File: config.mk
export PLATFORM = sky130hd
export DESIGN_NAME = rpmr_sqrt
export DESIGN_NICKNAME = d
export VERILOG_FILES = /design/src/rtl/core/rpmr_pkg.sv /design/src/rtl/core/rpmr_sqrt.sv
export SDC_FILE = /design/constraint.sdc
export NUM_CORES = 2
export LEC_CHECK = 0
export BUFFER_PORTS_ARGS = -buffer_cell sky130_fd_sc_hd__buf_2
export CAP_MARGIN = 10
export CORE_AREA = 2 2 464 466
export DETAILED_ROUTE_END_ITERATION = 8
export DIE_AREA = 0 0 466 468
export GPL_TIMING_DRIVEN = 0
export HOLD_SLACK_MARGIN = 0.08
export PLACE_DENSITY = 0.79
export SYNTH_ARGS = -nofsm -noshare
export SYNTH_HDL_FRONTEND = slang
export SYNTH_MEMORY_MAX_BITS = 65536
export SYNTH_SLANG_ARGS = --single-unit
File: constraint.sdc
create_clock -name clk -period 5.7 [get_ports clk]
set_input_delay 0.285 -clock clk [delete_from_list [all_inputs] [get_ports clk]]
set_output_delay 0.285 -clock clk [all_outputs]
set_load 0.02 [all_outputs]
File: src/rtl/core/rpmr_pkg.sv
`timescale 1ns / 1ps
`default_nettype none

package rpmr_pkg;

    localparam int CORDIC_ITERS = 32;
    localparam int SQRT_STEPS   = 32;
    localparam int DIV_QBITS    = 33;

    // stage numbers, counted from the input register
    localparam int ST_ROOT  = 34;
    localparam int ST_RATE  = 69;
    localparam int ST_OUT   = 70;

    localparam logic [31:0] ANG_ZERO = 32'h0000_0000;
    localparam logic [31:0] ANG_PI   = 32'h8000_0000;
    localparam logic [31:0] ANG_PI_2 = 32'h4000_0000;
    localparam logic [31:0] ANG_M_PI_2 = 32'hC000_0000;

    // round(atan(2^-i) * 2^32 / (2*pi))
    localparam logic [31:0] ATAN_TAB [CORDIC_ITERS] = '{
        32'h20000000, 32'h12E4051E, 32'h09FB385B, 32'h051111D4,
        32'h028B0D43, 32'h0145D7E1, 32'h00A2F61E, 32'h00517C55,
        32'h0028BE53, 32'h00145F2F, 32'h000A2F98, 32'h000517CC,
        32'h00028BE6, 32'h000145F3, 32'h0000A2FA, 32'h0000517D,
        32'h000028BE, 32'h0000145F, 32'h00000A30, 32'h00000518,
        32'h0000028C, 32'h00000146, 32'h000000A3, 32'h00000051,
        32'h00000029, 32'h00000014, 32'h0000000A, 32'h00000005,
        32'h00000003, 32'h00000001, 32'h00000001, 32'h00000000
    };

    typedef struct packed {
        logic zero;
        logic ovf;
        logic neg;
    } div_ctl_t;

endpackage

`default_nettype wire

File: src/rtl/core/rpmr_sqrt.sv
`timescale 1ns / 1ps
`default_nettype none

module rpmr_sqrt
    import rpmr_pkg::*;
(
    input  wire logic        clk,
    input  wire logic        en,
    input  wire logic [63:0] radicand,
    output logic      [31:0] root
);

    logic [63:0] n_reg    [1:SQRT_STEPS];
    logic [34:0] rem_reg  [1:SQRT_STEPS];
    logic [31:0] root_reg [1:SQRT_STEPS];

    for (genvar k = 0; k < SQRT_STEPS; k++) begin : g_step
        logic [63:0] n_in;
        logic [34:0] rem_in;
        logic [31:0] root_in;
        logic [34:0] rem_sh;
        logic [34:0] trial;
        logic        ge;

        if (k == 0) begin : g_first
            assign n_in    = radicand;
            assign rem_in  = '0;
            assign root_in = '0;
        end else begin : g_next
            assign n_in    = n_reg[k];
            assign rem_in  = rem_reg[k];
            assign root_in = root_reg[k];
        end

        assign rem_sh = {rem_in[32:0], n_in[63:62]};
        assign trial  = {1'b0, root_in, 2'b01};
        assign ge     = (rem_sh >= trial);

        always_ff @(posedge clk)
        begin
            if (en)
            begin
                n_reg[k+1]    <= {n_in[61:0], 2'b00};
                rem_reg[k+1]  <= ge ? (rem_sh - trial) : rem_sh;
                root_reg[k+1] <= {root_in[30:0], ge};
            end
        end
    end

    assign root = root_reg[SQRT_STEPS];

endmodule

`default_nettype wire

# == Word level (Yosys, flattened, before mapping) ==
# Memories as Yosys holds them, arrays and structs flattened.
# Cells that the tools add are included.
# totals
memories,3
in_bits,66
output_inout_bits,32
mem_bits_rw,4128
word_cells,101
ff_bits,0
# classes
add_sub_neg,32
order_cmp,32
mux,34
# mem_list
name,depth,word_bits,rd,rd_ports_with_merged_regs,write_ports,line_no,source
n_reg,32,62,31,0,32,rpmr_sqrt.sv:13,logic [63:0] n_reg [1:SQRT_STEPS];
rem_reg,32,35,31,0,32,rpmr_sqrt.sv:14,logic [34:0] rem_reg [1:SQRT_STEPS];
root_reg,32,32,32,0,32,rpmr_sqrt.sv:15,logic [31:0] root_reg [1:SQRT_STEPS];
# ops
op,count
$mux W35,32
$ge A35 B34 Y1,31
$sub A35 B34 Y35,31
$sub A2 B1 Y3 const B,1
$ge A2 B1 Y1 const B,1
$mux W1,2

# == Longest topological paths before layout ==
# An unclocked memory read counts as a cell.
# depth
ltp_word,3
mapped_depth,15
depth_no_buf,12

# == Worst setup path before layout ==
# OpenSTA, ideal clock, no wires.
# synth_timing
path_kind,register -> register
from,reg rem_reg[0][560] (netlist name)
to,reg rem_reg[0][610] (netlist name)
period_less_slack_ns,3.297
n_path_buf,3
setup_time_ns,0.261
required_time_ns,5.439
arrival_ns,3.036
path_stages_with_launch,15
path_slack_ns,2.403
cell_sequence,edfxtp_1 ha_1 o21a_1 o21ai_0 a21oi_1 nor4_1 o22ai_1 a2111oi_0 and2_1 buf_2 inv_1 clkbuf_1 buf_2 nor2_1 a21oi_1

==> run metrics <==
critical hold path startpoint=radicand[50]; Setup Skew=about 76 ps; final-report max-slew violation count=0; post-route cell area=130,700 µm²; chain of cells forming the critical path=ha_1 -> nand2_1 -> nor3_1 -> nand3_1 -> a2111oi_0 -> o21ai_0 -> a21boi_0 -> a311oi_2 -> clkbuf_1 -> nand2_1 -> o21ai_0; max reg flops=992; placed cell areas=120,800 µm²; via-per-instance ratio=5.705; asr flop ratio synth=0; Leak Pwr=49.70 nW; Starting Density=0.5457; total chip power=53.01 mW; row cnt=170; outcome=completed; Hold/Removal Path Class=input pin to flip-flop; HPWL Detailed=approximately 180 mm; tightest slew margin relative to the limit=0.1333; Chip Width=466 µm; cell area power density=approximately 410 nW/µm²; global placer's final weighted congestion=a little over 0.9; cts repair resizes=0; number of vias after detailed routing=72,100; level count of the clock H-tree=5; deepest clock path buffer count=4; Post-route DRC=0; highest fanout seen on the critical path=10; Max Cap Violations=0; number of I/O pins=98; Layout Area Growth over Synthesis=12.31%; crit path launch type=flip-flop; Port Buf Inserts=97; die footprint=218,100 µm²; setup bufs post-CTS=0; Mean Syn Cell Area=12.81 µm²; VDD IR-drop max=0.3400 mV; die height=468 µm; global-route wire length before repair=389.0 mm; Post-synth EDFFs=2,494; reg2reg start=rem_reg[0][986]; CTS tree=done; ys flop type=sky130_fd_sc_hd__edfxtp_1; clock transition at the registers of the reported paths=60 ps; net total in the final layout=10,240; FMAX=201.9 MHz; first-pass detailed-route iteration total=6; clock period minus worst slack=4954 ps; cell taking the most area after synthesis=sky130_fd_sc_hd__edfxtp_1; maximum number of pins on one net before global-route repair=193; vias in the first global route=71,120; Cell Area, Synth=116,400 µm²; CP arrival=approximately 5500 ps; portion of the post-synthesis area used by sequential elements=0.6433; initial antenna violation count=1; wire length per cell=19.71 µm; Total Wirelength=249.1 mm; GRT Util Overall=0.2254; Cell variety after synth=89; hold violation count in the final report=0; reg2reg setup slack=approximately 750 ps; final worst path period share=0.8691; commonest non-fill, non-tap cell in the layout=sky130_fd_sc_hd__edfxtp_1; cell with the largest stage delay on the worst path=sky130_fd_sc_hd__a2111oi_0; clock latency on the worst-skew pair=930 ps; CP Data Required Time=between 6000 and 7000 ps; top cell type's share of synthesized area=0.6433; number of fill cells in the layout=about 16,000; master cell of the clock root buffer=sky130_fd_sc_hd__clkbuf_16; max incr delay on CP=1110 ps; clock sink total=~2,500; pin slew with the least headroom to its limit=1283 ps; Inserted Clock Buffers=277; type of the worst setup path=flip-flop to flip-flop; top post-synthesis cells by area=sky130_fd_sc_hd__edfxtp_1 (64%), sky130_fd_sc_hd__ha_1 (6.0%), sky130_fd_sc_hd__xor2_1 (3.0%), sky130_fd_sc_hd__xnor2_1 (2.9%), sky130_fd_sc_hd__a21oi_1 (2.5%); gate count after technology mapping=9,088; Syn Nets=9,715; Sum Neg Setup Slack=0 ps; total overflow reported by the global router=0; number of synthesized register bits=2,494; number of cells traversed by the worst hold path=2; share of layout cells above drive strength 1=0.06684; critical path endpoint category=flip-flop; number of setup violations in the final report=0; leading cell types in the layout, fill and taps excluded=sky130_fd_sc_hd__edfxtp_1 (2,494), sky130_fd_sc_hd__inv_1 (717), sky130_fd_sc_hd__nand2_1 (601), sky130_fd_sc_hd__nor2_1 (593), sky130_fd_sc_hd__a21oi_1 (589); endpoint of the most critical register-to-register path=rem_reg[0][1040]; hold-fix buffer count after cts=126; Register-to-Register Path Depth=11; core outline area=213,300 µm²; RSZ-0062 raised after global routing=no; Yosys Warn Count=0; First DRT Iteration DRCs=5,990; worst min-delay path endpoint=n_reg[0][112]; post-route ant nets=0
report_power, final:
part / switching (mW) / internal [mW] / total, mW
Sequential: 1.59 / 23.2 / 24.8
Combinational: 6.65 / 4.51 / 11.2
Clock: 6.99 / 10.1 / 17.1
cell families after synthesis:
group,count (synthesis),synth area share
DFF,2494,0.6433
xor gates and xnor gates,782,0.05883
buffers and inverters,916,0.02971
and+or+nand+nor,2385,0.1017
muxes,73,0.006922
adders and majority gates,561,0.06030
other,1,0.00003221
AOI/OAI and AO/OA,1876,0.09922
metal layers:
metal / share of wire / global-route usage
met4: 0.039 / 0.08668
met5: 0 / 0
met3: 0.044 / 0.02774
met1: 0.41 / 0.2811
met2: 0.51 / 0.4004
through the flow:
step	cells	hold WS, ps	utilization	worst slack [ps]
2_1_floorplan	9088	383.9	-	2403
3_3_place_gp	12020	400.2	0.5646	-33270
3_5_place_dp	12040	404.5	0.5665	889.0
4_1_cts	12630	95.13	0.6127	850.3
5_1_grt	12640	108.8	0.6128	544.5
6_report	12640	157.7	0.6128	746.4
cells in the mapped netlist, drive strengths merged, types with 106 or more instances:
library cell,instances
o21ai,509
nand3,139
inv,718
a21oi,589
nand2,601
ha,561
xnor2,384
nor3,230
xor2,398
clkbuf,165
a21o,224
nor2,594
nand4,106
nor4,132
edfxtp,2494
worst max-delay path: cells and delay by family (launching register included):
| kind | cells | cell delay [ps] |
|---|---|---|
| AO/OA/AOI/OAI | 5 | 2420 |
| AND/OR/NAND/NOR | 4 | 1000 |
| adder cells (fa/ha/maj) | 1 | 370 |
| flip-flops | 1 | 420 |
| buffers and inverters | 1 | 430 |
final cells by class:
class                           count  area, µm²  share of cell area
Antenna cell                        1      2.502          0.00001914
Inverter                          720       2703             0.02067
Clock inverter                    146       1361             0.01041
Sequential cell                  2494      74890              0.5728
Tap cell                         2838       3551             0.02716
Multi-Input combinational cell   5678      38060              0.2911
Timing Repair Buffer              241       2175             0.01663
Clock buffer                      324       7236             0.05535
Buffer                            196      755.7            0.005780
how the worst max path moves through the flow:
stage,start,end,cells past startpoint
4_1_cts,rem_reg[0][986],rem_reg[0][1042],10
6_report,rem_reg[0][986],rem_reg[0][1040],11
2_1_floorplan,rem_reg[0][560],rem_reg[0][610],14
3_5_place_dp,root_reg[7][79],rem_reg[0][1099],13
5_1_grt,root_reg[7][79],rem_reg[0][1104],13
3_3_place_gp,en,n_reg[0][647],1
(Power assumes the default switching activity.)
